**config.mk**
```make
export PLATFORM = sky130hd
export DESIGN_NAME = morse_keyer_segments_flat
export DESIGN_NICKNAME = d
export VERILOG_FILES = /design/src/mks_pkg.sv /design/src/mks_char_if.sv /design/src/mks_seg_if.sv /design/src/morse_keyer_segments.sv /design/src/mks_sequencer.sv /design/src/mks_datapath.sv /design/src/flat_wrapper.sv
export VERILOG_INCLUDE_DIRS = /design/src /design/src/src
export SDC_FILE = /design/constraint.sdc
export NUM_CORES = 1
export LEC_CHECK = 0
export BUFFER_PORTS_ARGS = -buffer_cell sky130_fd_sc_hd__buf_4
export CAP_MARGIN = 5
export CORE_MARGIN = 5
export CORE_UTILIZATION = 50
export DETAILED_ROUTE_END_ITERATION = 8
export GPL_TIMING_DRIVEN = 0
export MAX_ROUTING_LAYER = met4
export PLACE_DENSITY = 0.7
export SETUP_SLACK_MARGIN = 0.02
export SLEW_MARGIN = 0
export SYNTH_ARGS = -nofsm -noshare
export SYNTH_HDL_FRONTEND = slang
export SYNTH_HIERARCHICAL = 1
export SYNTH_SLANG_ARGS = --single-unit
```
**constraint.sdc**
```tcl
create_clock -name clk -period 2.95 [get_ports clk]
set_input_delay 0.885 -clock clk [delete_from_list [all_inputs] [get_ports clk]]
set_output_delay 0.885 -clock clk [all_outputs]
set_load 0.01 [all_outputs]
```
**src/morse_keyer_segments_defines.svh**
```systemverilog
// Assertion macros used by the top module to check its own logic.
`ifndef MORSE_KEYER_SEGMENTS_DEFINES_SVH
`define MORSE_KEYER_SEGMENTS_DEFINES_SVH

// Same-cycle implication, sampled on the rising clock edge, off during reset.
`define MKS_ASSERT_NOW(label, clk, rst_n, ante, cons, msg) \
    label: assert property (@(posedge clk) disable iff (!rst_n) (ante) |-> (cons)) \
        else $error(msg);

// Next-cycle implication, sampled on the rising clock edge, off during reset.
`define MKS_ASSERT_NEXT(label, clk, rst_n, ante, cons, msg) \
    label: assert property (@(posedge clk) disable iff (!rst_n) (ante) |=> (cons)) \
        else $error(msg);

`endif

```
**src/mks_pkg.sv**
```systemverilog
`timescale 1ns / 1ps
`default_nettype none
package mks_pkg;

    // Segment kinds as they appear on the result channel
    localparam logic [2:0] KIND_DOT        = 3'd0;
    localparam logic [2:0] KIND_DASH       = 3'd1;
    localparam logic [2:0] KIND_ELEM_GAP   = 3'd2;
    localparam logic [2:0] KIND_LETTER_GAP = 3'd3;
    localparam logic [2:0] KIND_WORD_GAP   = 3'd4;

    // Segment lengths in time units
    localparam logic [2:0] LEN_DOT        = 3'd1;
    localparam logic [2:0] LEN_DASH       = 3'd3;
    localparam logic [2:0] LEN_ELEM_GAP   = 3'd1;
    localparam logic [2:0] LEN_LETTER_GAP = 3'd3;
    localparam logic [2:0] LEN_WORD_GAP   = 3'd7;

    // Character codes
    localparam logic [7:0] CHAR_LOWER_A = 8'd97;
    localparam logic [7:0] CHAR_LOWER_Z = 8'd122;
    localparam logic [7:0] CHAR_UPPER_A = 8'd65;
    localparam logic [7:0] CHAR_UPPER_Z = 8'd90;
    localparam logic [7:0] CHAR_DIGIT_0 = 8'd48;
    localparam logic [7:0] CHAR_DIGIT_9 = 8'd57;
    localparam logic [7:0] CHAR_SPACE   = 8'd32;
    localparam logic [7:0] CASE_OFFSET  = 8'd32;

    // Element patterns, first element in bit 0, a set bit is a dash
    localparam logic [4:0] LETTER_BITS [26] = '{
        5'b00010, 5'b00001, 5'b00101, 5'b00001, 5'b00000, 5'b00100,
        5'b00011, 5'b00000, 5'b00000, 5'b01110, 5'b00101, 5'b00010,
        5'b00011, 5'b00001, 5'b00111, 5'b00110, 5'b01011, 5'b00010,
        5'b00000, 5'b00001, 5'b00100, 5'b01000, 5'b00110, 5'b01001,
        5'b01101, 5'b00011
    };
    localparam logic [2:0] LETTER_LEN [26] = '{
        3'd2, 3'd4, 3'd4, 3'd3, 3'd1, 3'd4, 3'd3, 3'd4, 3'd2, 3'd4,
        3'd3, 3'd4, 3'd2, 3'd2, 3'd3, 3'd4, 3'd4, 3'd3, 3'd3, 3'd1,
        3'd3, 3'd4, 3'd3, 3'd4, 3'd4, 3'd4
    };
    localparam logic [4:0] DIGIT_BITS [10] = '{
        5'b11111, 5'b11110, 5'b11100, 5'b11000, 5'b10000,
        5'b00000, 5'b00001, 5'b00011, 5'b00111, 5'b01111
    };
    localparam logic [2:0] DIGIT_LEN = 3'd5;

    // Character classes that steer the first jump of the program
    typedef enum logic [1:0] {
        CLS_MORSE,
        CLS_SPACE,
        CLS_OTHER
    } mks_cls_t;

    typedef struct packed {
        mks_cls_t   cls;
        logic [2:0] count;
        logic [4:0] bits;
    } mks_code_t;

    // Program steps
    typedef enum logic [2:0] {
        STEP_IDLE,
        STEP_ELEM,
        STEP_EGAP,
        STEP_LGAP,
        STEP_WORD
    } mks_step_t;

    // Jump conditions
    typedef enum logic [1:0] {
        JMP_NEXT,
        JMP_ALWAYS,
        JMP_DISPATCH,
        JMP_MORE
    } mks_jmp_t;

    // One control word of the program
    typedef struct packed {
        logic       take;
        logic       emit;
        logic       sel_elem;
        logic       shift;
        logic       level;
        logic [2:0] len;
        logic [2:0] kind;
        logic       last;
        mks_jmp_t   jmp;
        mks_step_t  target;
    } mks_uword_t;

    // Control from sequencer to datapath
    typedef struct packed {
        logic       ready;
        logic       load;
        logic       fire;
        logic       sel_elem;
        logic       shift;
        logic       level;
        logic [2:0] len;
        logic [2:0] kind;
        logic       last;
    } mks_ctrl_t;

    // Status from datapath to sequencer
    typedef struct packed {
        mks_cls_t cls;
        logic     slot_free;
        logic     more;
    } mks_stat_t;

    // Fold case and look up the element pattern of a character
    function automatic mks_code_t mks_lookup(input logic [7:0] c);
        logic [7:0] u;
        logic [4:0] li;
        logic [3:0] di;
        mks_code_t  r;
        u = c;
        if (c inside {[CHAR_LOWER_A:CHAR_LOWER_Z]})
            u = c - CASE_OFFSET;
        li = 5'(u - CHAR_UPPER_A);
        di = 4'(u - CHAR_DIGIT_0);
        r.cls   = CLS_OTHER;
        r.count = 3'd0;
        r.bits  = 5'd0;
        if (u inside {[CHAR_UPPER_A:CHAR_UPPER_Z]})
        begin
            r.cls   = CLS_MORSE;
            r.count = LETTER_LEN[li];
            r.bits  = LETTER_BITS[li];
        end
        else if (u inside {[CHAR_DIGIT_0:CHAR_DIGIT_9]})
        begin
            r.cls   = CLS_MORSE;
            r.count = DIGIT_LEN;
            r.bits  = DIGIT_BITS[di];
        end
        else if (u == CHAR_SPACE)
        begin
            r.cls = CLS_SPACE;
        end
        return r;
    endfunction

    // Program store
    function automatic mks_uword_t mks_ucode(input mks_step_t s);
        mks_uword_t w;
        w = '{take: 1'b0, emit: 1'b0, sel_elem: 1'b0, shift: 1'b0, level: 1'b0,
              len: LEN_LETTER_GAP, kind: KIND_LETTER_GAP, last: 1'b0,
              jmp: JMP_ALWAYS, target: STEP_IDLE};
        case (s)
            STEP_IDLE:
            begin
                w.take = 1'b1;
                w.jmp  = JMP_DISPATCH;
            end
            STEP_ELEM:
            begin
                w.emit     = 1'b1;
                w.sel_elem = 1'b1;
                w.level    = 1'b1;
                w.jmp      = JMP_NEXT;
            end
            STEP_EGAP:
            begin
                w.emit   = 1'b1;
                w.shift  = 1'b1;
                w.len    = LEN_ELEM_GAP;
                w.kind   = KIND_ELEM_GAP;
                w.jmp    = JMP_MORE;
                w.target = STEP_ELEM;
            end
            STEP_LGAP:
            begin
                w.emit   = 1'b1;
                w.last   = 1'b1;
                w.target = STEP_IDLE;
            end
            STEP_WORD:
            begin
                w.emit   = 1'b1;
                w.len    = LEN_WORD_GAP;
                w.kind   = KIND_WORD_GAP;
                w.target = STEP_LGAP;
            end
            default:
            begin
                w.target = STEP_IDLE;
            end
        endcase
        return w;
    endfunction

endpackage
`default_nettype wire

```
**src/mks_char_if.sv**
```systemverilog
`timescale 1ns / 1ps
`default_nettype none
interface mks_char_if;
    logic       valid;
    logic       ready;
    logic [7:0] char_code;

    modport source (output valid, output char_code, input ready);
    modport sink (input valid, input char_code, output ready);
endinterface
`default_nettype wire

```
**src/mks_seg_if.sv**
```systemverilog
`timescale 1ns / 1ps
`default_nettype none
interface mks_seg_if;
    logic       valid;
    logic       ready;
    logic       key_level;
    logic [2:0] length_units;
    logic [2:0] segment_kind;
    logic       last_segment;

    modport source (output valid, output key_level, output length_units,
                    output segment_kind, output last_segment, input ready);
    modport sink (input valid, input key_level, input length_units,
                  input segment_kind, input last_segment, output ready);
endinterface
`default_nettype wire

```
**src/morse_keyer_segments.sv**
```systemverilog
// Channel   Dir  Payload                                              Handshake
// char_in   in   char_code[7:0]                                       valid/ready
// seg_out   out  key_level, length_units[2:0], segment_kind[2:0],     valid/ready
//                last_segment
//
// The idle step takes in a character; each later step gives one segment: a letter gap for
// an unsupported code, a word gap then a letter gap for a space, and a dot or dash plus an
// element gap per element, then a letter gap, for a letter or digit. char_in is ready only in the idle step.
// A stalled seg_out holds the current segment and freezes the program.
// Reset clears the step counter and the result valid flag.
`timescale 1ns / 1ps
`default_nettype none
`include "morse_keyer_segments_defines.svh"
module morse_keyer_segments
    import mks_pkg::*;
(
    input  wire logic clk,
    input  wire logic rst_n,
    mks_char_if.sink  char_in,
    mks_seg_if.source seg_out
);

    mks_ctrl_t ctrl;
    mks_stat_t stat;

    mks_sequencer u_seq (
        .clk      (clk),
        .rst_n    (rst_n),
        .in_valid (char_in.valid),
        .stat     (stat),
        .ctrl     (ctrl)
    );

    mks_datapath u_dp (
        .clk       (clk),
        .rst_n     (rst_n),
        .char_code (char_in.char_code),
        .ctrl      (ctrl),
        .stat      (stat),
        .seg_out   (seg_out)
    );

    assign char_in.ready = ctrl.ready;

    // Busy after a request is taken
    `MKS_ASSERT_NEXT(a_busy_after_take, clk, rst_n, char_in.valid && char_in.ready, !char_in.ready, "block ready right after taking a character")
    // Final segment is always the letter gap
    `MKS_ASSERT_NOW(a_last_is_lgap, clk, rst_n, seg_out.valid && seg_out.last_segment, (seg_out.segment_kind == KIND_LETTER_GAP) && (seg_out.length_units == LEN_LETTER_GAP), "final segment is not a letter gap")
    // Key is on exactly for dots and dashes
    `MKS_ASSERT_NOW(a_level_kind, clk, rst_n, seg_out.valid, seg_out.key_level == ((seg_out.segment_kind == KIND_DOT) || (seg_out.segment_kind == KIND_DASH)), "key level disagrees with segment kind")

endmodule
`default_nettype wire

```
**src/mks_sequencer.sv**
```systemverilog
`timescale 1ns / 1ps
`default_nettype none
module mks_sequencer
    import mks_pkg::*;
(
    input  wire logic      clk,
    input  wire logic      rst_n,
    input  wire logic      in_valid,
    input  wire mks_stat_t stat,
    output mks_ctrl_t      ctrl
);

    mks_step_t  step_reg;
    mks_step_t  step_next;
    mks_uword_t uw;
    logic       advance;

    // Fetch the control word and decide whether the step completes
    always_comb
    begin
        uw = mks_ucode(step_reg);
        if (uw.emit)
            advance = stat.slot_free;
        else if (uw.take)
            advance = in_valid;
        else
            advance = 1'b1;
    end

    // Next step: sequential, jump, dispatch on class, or loop on elements
    always_comb
    begin
        step_next = step_reg;
        if (advance)
        begin
            case (uw.jmp)
                JMP_NEXT:     step_next = mks_step_t'(step_reg + 3'd1);
                JMP_ALWAYS:   step_next = uw.target;
                JMP_DISPATCH:
                begin
                    case (stat.cls)
                        CLS_MORSE: step_next = STEP_ELEM;
                        CLS_SPACE: step_next = STEP_WORD;
                        default:   step_next = STEP_LGAP;
                    endcase
                end
                JMP_MORE:
                begin
                    if (stat.more)
                        step_next = uw.target;
                    else
                        step_next = mks_step_t'(step_reg + 3'd1);
                end
                default:      step_next = STEP_IDLE;
            endcase
        end
    end

    // Drive the datapath from the control word
    always_comb
    begin
        ctrl.ready    = uw.take;
        ctrl.load     = uw.take & in_valid;
        ctrl.fire     = uw.emit & stat.slot_free;
        ctrl.sel_elem = uw.sel_elem;
        ctrl.shift    = uw.shift;
        ctrl.level    = uw.level;
        ctrl.len      = uw.len;
        ctrl.kind     = uw.kind;
        ctrl.last     = uw.last;
    end

    // Hold the step counter
    always_ff @(posedge clk or negedge rst_n)
    begin
        if (!rst_n)
            step_reg <= STEP_IDLE;
        else
            step_reg <= step_next;
    end

endmodule
`default_nettype wire

```
**src/mks_datapath.sv**
```systemverilog
`timescale 1ns / 1ps
`default_nettype none
module mks_datapath
    import mks_pkg::*;
(
    input  wire logic       clk,
    input  wire logic       rst_n,
    input  wire logic [7:0] char_code,
    input  wire mks_ctrl_t  ctrl,
    output mks_stat_t       stat,
    mks_seg_if.source       seg_out
);

    mks_code_t  code;
    logic [4:0] bits_reg;
    logic [4:0] bits_next;
    logic [2:0] cnt_reg;
    logic [2:0] cnt_next;
    logic       valid_reg;
    logic       valid_next;
    logic       level_reg;
    logic [2:0] len_reg;
    logic [2:0] kind_reg;
    logic       last_reg;
    logic       dash;

    // Decode the incoming character
    always_comb
    begin
        code = mks_lookup(char_code);
    end

    // Element pattern and remaining count: load on request, drop one per element gap
    always_comb
    begin
        bits_next = bits_reg;
        cnt_next  = cnt_reg;
        if (ctrl.load)
        begin
            bits_next = code.bits;
            cnt_next  = code.count;
        end
        else if (ctrl.fire && ctrl.shift)
        begin
            bits_next = bits_reg >> 1;
            cnt_next  = cnt_reg - 3'd1;
        end
    end

    always_ff @(posedge clk)
    begin
        bits_reg <= bits_next;
        cnt_reg  <= cnt_next;
    end

    // Result register: hold until taken, refill in the same cycle
    assign valid_next = ctrl.fire | (valid_reg & ~seg_out.ready);
    assign dash       = bits_reg[0];

    always_ff @(posedge clk or negedge rst_n)
    begin
        if (!rst_n)
            valid_reg <= 1'b0;
        else
            valid_reg <= valid_next;
    end

    always_ff @(posedge clk)
    begin
        if (ctrl.fire)
        begin
            level_reg <= ctrl.level;
            last_reg  <= ctrl.last;
            if (ctrl.sel_elem)
            begin
                len_reg  <= dash ? LEN_DASH : LEN_DOT;
                kind_reg <= dash ? KIND_DASH : KIND_DOT;
            end
            else
            begin
                len_reg  <= ctrl.len;
                kind_reg <= ctrl.kind;
            end
        end
    end

    assign seg_out.valid        = valid_reg;
    assign seg_out.key_level    = level_reg;
    assign seg_out.length_units = len_reg;
    assign seg_out.segment_kind = kind_reg;
    assign seg_out.last_segment = last_reg;

    // Report to the sequencer
    always_comb
    begin
        stat.cls       = code.cls;
        stat.slot_free = ~valid_reg | seg_out.ready;
        stat.more      = (cnt_reg != 3'd1);
    end

endmodule
`default_nettype wire
```
**src/flat_wrapper.sv**
```systemverilog
// flat-port wrapper written by rule: the top's interface ports become plain ports
module morse_keyer_segments_flat import mks_pkg::*;
  (clk, rst_n, char_in_valid, char_in_char_code, char_in_ready, seg_out_valid, seg_out_key_level, seg_out_length_units, seg_out_segment_kind, seg_out_last_segment, seg_out_ready);
  mks_char_if char_in_i ();
  mks_seg_if seg_out_i ();
  input  wire logic clk;
  input  wire logic rst_n;
  input wire logic [$bits(char_in_i.valid)-1:0] char_in_valid;
  input wire logic [$bits(char_in_i.char_code)-1:0] char_in_char_code;
  output wire logic [$bits(char_in_i.ready)-1:0] char_in_ready;
  output wire logic [$bits(seg_out_i.valid)-1:0] seg_out_valid;
  output wire logic [$bits(seg_out_i.key_level)-1:0] seg_out_key_level;
  output wire logic [$bits(seg_out_i.length_units)-1:0] seg_out_length_units;
  output wire logic [$bits(seg_out_i.segment_kind)-1:0] seg_out_segment_kind;
  output wire logic [$bits(seg_out_i.last_segment)-1:0] seg_out_last_segment;
  input wire logic [$bits(seg_out_i.ready)-1:0] seg_out_ready;
  assign char_in_i.valid = char_in_valid;
  assign char_in_i.char_code = char_in_char_code;
  assign char_in_ready = char_in_i.ready;
  assign seg_out_valid = seg_out_i.valid;
  assign seg_out_key_level = seg_out_i.key_level;
  assign seg_out_length_units = seg_out_i.length_units;
  assign seg_out_segment_kind = seg_out_i.segment_kind;
  assign seg_out_last_segment = seg_out_i.last_segment;
  assign seg_out_i.ready = seg_out_ready;
  morse_keyer_segments u_core (.clk(clk), .rst_n(rst_n), .char_in(char_in_i), .seg_out(seg_out_i));
endmodule
```
==> results_dict.tcl, run 1 <==
set metrics [dict create \
    grt_usage_pct 18.2 \
    layout_min_cycle_time_ps 2870 \
    end_kind "register" \
    power.share.combinational_pct 54.6 \
    max_freq_mhz 348 \
    p_switching_uw 695 \
    power_density_nw_per_um2 806 \
    internal-power_uw 1190 \
    synth_top_family_by_area "compound AO/OA/AOI/OAI gates" \
    synth_largest_area_cell "edfxtp_1" \
    synth_xor_area_share_pct 2.65 \
    antenna_cells 0 \
    hold_viol 0 \
    yosys_most_used_dff "edfxtp_1" \
    synth.area.top_cells "edfxtp_1 25%, ha_1 9.7%, dfrtp_1 5.2%, nand2_1 3.9%, mux2i_1 3.6%" \
    setup_violations 0 \
    path_clk_slew_ps 70 \
    ir_drop_mv 0.446 \
    drv_slew 0 \
    hpwlAfterDp_um 3520 \
    synth_most_common_cell "nand2_1" \
    power.share.clock_pct 14.3 \
    fin_crit_sh_pct 97.4 \
    clock_skew_ps 5.04 \
    drc_errors 0 \
    leakage_uw 0.000977 \
    overflow 0 \
    layout-drive-gt1-share_pct 26.3 \
    synthSimpleGateAreaFrac_pct 21.9 \
    area_growth_syn_to_layout_pct 20.7 \
    hp-class "in2async" \
    clock_sinks 20 \
    synth_area_um2 1930 \
    synth_compound_area_share_pct 22.3 \
    final.setup.tns_ps 0 \
    clk_latency_ps 250 \
    drt_iter0_markers 118 \
    cp_max_fo 14 \
    async_flop_share_pct 20.0 \
    crit_arrival_ps 2880 \
    grt_pass1_wl_um 7280 \
    muxShareOfSynthArea_pct 5.18 \
    synth_edf_count 16 \
    avgSynthCellArea_um2 8.91 \
    nets 268 \
    critPathLaunchType "input port" \
    tritoncts "built" \
    wl_per_cell_um 15.8 \
    synthAdderAreaFrac_pct 9.71 \
    synth.distinct_cells 63 \
    clk_path_buf_depth 2 \
    post_drt_via_cell_ratio 5.77 \
    pwr-share-seq_pct 31.1 \
    status "completed" \
    rows 22 \
    routed_wl_um 4540 \
    grt_start_max_net_pins 15 \
    htreeDepth 1 \
    root_buffer "clkbuf_8" \
    timing.hold.ws_ps 410 \
    rsz0062_at_grt "yes" \
    postSynthCellCount 217 \
    die_h_um 72.2 \
    place_congestion 0.894 \
    drv_cap 0 \
    ys_seq_elements 20 \
    core_area_um2 3720 \
    yosys_warnings 6 \
    synth_fp_nets 244 \
    grt_pass1_vias 1557 \
    die_x_um 72.2 \
    swShare_pct 36.9 \
    initial_core_util_pct 52.0 \
    critPathRequiredTime_ps 2960 \
    cts_made_buffers 3 \
    ios 22 \
    worst-setup-path-type "in2reg" \
    die_area_um2 5210 \
    yosysSeqAreaShare_pct 30.0 \
    antenna_left 0 \
    first_pass_iters 4 \
    io_buffer_count 20 \
    yosys-top-cells-count "20 x nand2_1, 17 x inv_1, 16 x edfxtp_1" \
    synth_top_area_share_pct 24.9 \
    largest_register_ffs 5 \
    vias 1662 \
    antenna_found_initial 0 \
    fin_util_pct 62.8 \
]
worst paths after layout:
kind	start	slack, ps	cells past startpoint	end
min in group clk	u_core/u_dp/bits_reg[0]	550	2	u_core/u_dp/seg_out.length_units[1]
worst min register to register	u_core/u_dp/bits_reg[0]	550	2	u_core/u_dp/seg_out.length_units[1]
worst max register to register	u_core/u_seq/step_reg[0]	430	9	u_core/u_dp/cnt_reg[2]
max in group asynchronous	rst_n	2430	1	u_core/u_seq/step_reg[1]
worst max-delay path	char_in_char_code[0]	80	12	u_core/u_dp/bits_reg[2]
worst min-delay path	rst_n	410	1	u_core/u_seq/step_reg[0]
cell families after synthesis:
kind of cell,after synthesis
AO/OA/AOI/OAI,59
adder cells (fa/ha/maj),15
XOR/XNOR,5
multiplexers,9
AND/OR/NAND/NOR,74
other,1
flip-flops,20
buffers and inverters,34
metal layers:
| layer | track usage [%] | wire length, um |
|---|---|---|
| met4 | 3.76 | 70 |
| met5 | - | 0 |
| met1 | 24.1 | 2070 |
| met2 | 28.8 | 2110 |
| met3 | 3.60 | 284 |
worst max-delay path: stages:
cell,delay [ps]
buf_4,170
inv_4,110
ha_4,150
buf_8,130
clkinvlp_4,130
ha_4,280
clkbuf_8,150
mux2i_2,220
a21oi_1,100
a211oi_2,230
nor2_1,80
a31o_1,230
cell usage in the layout (no fill, tap or decap), drive strengths merged, types with 7 or more instances in the layout:
cell type / n
a21oi: 12
buf: 29
clkbuf: 9
edfxtp: 16
ha: 15
inv: 16
mux2i: 7
nand2: 20
nor2: 11
nor2b: 8
o21ai: 15
timing repair:
action                                  4_1_cts  5_1_grt
hold buffers                                  0        0
buffers inserted                              0        1
resized for setup                             7       11
pin swaps                                     3        0
endpoints found under the setup margin        8        9
cloned                                        0        0
power by group through the flow:
stage / Clock (uW) / Combinational, uW / Sequential (uW)
after global placement: 0 / 993 / 588
after detailed placement: 0 / 1010 / 591
final: 269 / 1030 / 585
after CTS: 276 / 1020 / 586
after floorplan: 0 / 708 / 610
after global routing: 290 / 1140 / 600
per-stage QoR:
stage | setup WS (ps) | cell area [um^2] | std cells | power [uW]
2_1_floorplan | 23.2 | 1960 | 217 | 1320
3_3_place_gp | -496 | 2170 | 285 | 1580
3_5_place_dp | -474 | 2170 | 285 | 1600
4_1_cts | 73.1 | 2260 | 287 | 1880
5_1_grt | 4.99 | 2330 | 288 | 2030
6_report | 75.7 | 2330 | 288 | 1880
final cells by class:
type | count | area, um^2
Multi-Input combinational cell | 163 | 1290
Tap cell | 48 | 60.1
Timing Repair Buffer | 21 | 158
Buffer | 14 | 103
Clock buffer | 3 | 41.3
Fill cell | 341 | 1380
Clock inverter | 1 | 30.0
Inverter | 18 | 73.8
Sequential cell | 20 | 581
Power figures use the tool's default switching activity.
==> run 2: changes to the inputs <==
- CORE_ASPECT_RATIO: unset -> 1.2
- CORE_MARGIN: 5 -> unset
==> results_dict.tcl, run 2 (synthesis results as in run 1) <==
set metrics [dict create \
    grt_usage_pct 24.1 \
    hp-class "in2async" \
    grt_start_max_net_pins 15 \
    drt_iter0_markers 95 \
    ios 22 \
    initial_core_util_pct 52.8 \
    crit_slowest_cell "ha_4" \
    cp_max_fo 10 \
    fin_util_pct 64.1 \
    layout_min_cycle_time_ps 2840 \
    drv_cap 0 \
    critical_path.cell_chain "buf_4 -> clkbuf_8 -> inv_4 -> ha_4 -> clkbuf_8 -> inv_2 -> ha_4 -> clkbuf_8 -> mux2i_2 -> o21ai_0 -> a211oi_2 -> nor2_1 -> a31o_1" \
    hold_viol 0 \
    final_cell_mix "25 x buf_4, 20 x nand2_1, 16 x edfxtp_1, 14 x inv_1, 13 x ha_1" \
    post_drt_via_cell_ratio 5.66 \
    ir_drop_mv 0.317 \
    vias 1671 \
    first_pass_iters 4 \
    htreeDepth 1 \
    end_kind "register" \
    final_cell_area_um2 2350 \
    rows 24 \
    largest_register_ffs 5 \
    nets 271 \
    seqCellArea_um2 581 \
    drv_slew 0 \
    io_buffer_count 20 \
    critPathLaunchType "input port" \
    clock_skew_ps 8.17 \
    setup_ws_ps 110 \
    die_area_um2 4120 \
    core_area_um2 3660 \
    root_buffer "clkbuf_8" \
    overflow 0 \
    clock_sinks 20 \
    crit_family "buffers and inverters" \
    status "completed" \
    clk_latency_ps 250 \
    wl_per_cell_um 15.5 \
    grt_pass1_wl_um 7440 \
    setup_violations 0 \
    cts_made_buffers 3 \
    crit_arrival_ps 2850 \
    critPathRequiredTime_ps 2960 \
    power.total_uw 1790 \
    critical_path.most_common_cell "clkbuf_8" \
    power_density_nw_per_um2 763 \
    antenna_found_initial 0 \
    timing.hold.ws_ps 409 \
    n_fill_cell 340 \
    clk_path_buf_depth 2 \
    antenna_left 0 \
    die_x_um 58.8 \
    die_h_um 70.1 \
    area_growth_syn_to_layout_pct 21.6 \
    slowest_delay_ps 290 \
    tritoncts "built" \
    place_ws_ps -544 \
    rsz0062_at_grt "no" \
    multi_input_area_um2 1300 \
    place_congestion 0.893 \
    final_common_cell "buf_4" \
    path_clk_slew_ps 80 \
    hpwlAfterDp_um 3400 \
    max_freq_mhz 352 \
    leakage_uw 0.000987 \
    cp.buffers_inverters 6 \
    worst-setup-path-type "in2reg" \
    routed_wl_um 4560 \
    drc_errors 0 \
    fin_crit_sh_pct 96.3 \
    post_dp_cell_area_um2 2180 \
    layout-drive-gt1-share_pct 27.2 \
    antenna_cells 0 \
    grt_pass1_vias 1627 \
    cts-hold-fix-buffers 0 \
]
## run 2: repair_timing
action	CTS	global route
buffers inserted	1	1
setup endpoints to repair	9	4
gates resized for setup	9	15
cloned	1	0
pin swaps	5	2
## run 2: final cells by class
| type | count | area share, % |
|---|---|---|
| Multi-Input combinational cell | 163 | 55.3 |
| Sequential cell | 20 | 24.7 |
| Timing Repair Buffer | 23 | 7.35 |
| Buffer | 15 | 4.90 |
| Clock inverter | 1 | 0.160 |
| Clock buffer | 3 | 1.76 |
| Inverter | 18 | 3.09 |
| Tap cell | 52 | 2.77 |
## run 2: layer usage
| metal | part of all wire, % | track usage [%] | vias up |
|---|---|---|---|
| li1 | - | - | 829 |
| met1 | 40 | 27.2 | 763 |
| met2 | 52 | 42.3 | 63 |
| met3 | 4.1 | 1.67 | 16 |
| met4 | 3.2 | 10.8 | 0 |
| met5 | 0 | - | - |
## run 2: final timing paths
check / from / to / slack, ps / cells past startpoint
max: char_in_char_code[1] / u_core/u_dp/bits_reg[2] / 110 / 13
min: rst_n / u_core/u_dp/seg_out.valid / 410 / 1
max reg2reg: u_core/u_seq/step_reg[0] / u_core/u_dp/cnt_reg[2] / 370 / 9
min reg2reg: u_core/u_dp/bits_reg[0] / u_core/u_dp/seg_out.segment_kind[0] / 570 / 2
max in group asynchronous: rst_n / u_core/u_seq/step_reg[1] / 2440 / 1
min in group clk: u_core/u_dp/bits_reg[0] / u_core/u_dp/seg_out.segment_kind[0] / 570 / 2
## run 2: power by group
group          switching (uW)  internal, uW
sequential               68.3           517
combinational             539           494
clock                    84.2          92.4
## run 2: stage by stage
step	setup TNS, ps	std cells
6_report	0	295
5_1_grt	0	295
4_1_cts	0	294
3_5_place_dp	-3760	289
3_3_place_gp	-3700	289
2_1_floorplan	0	217
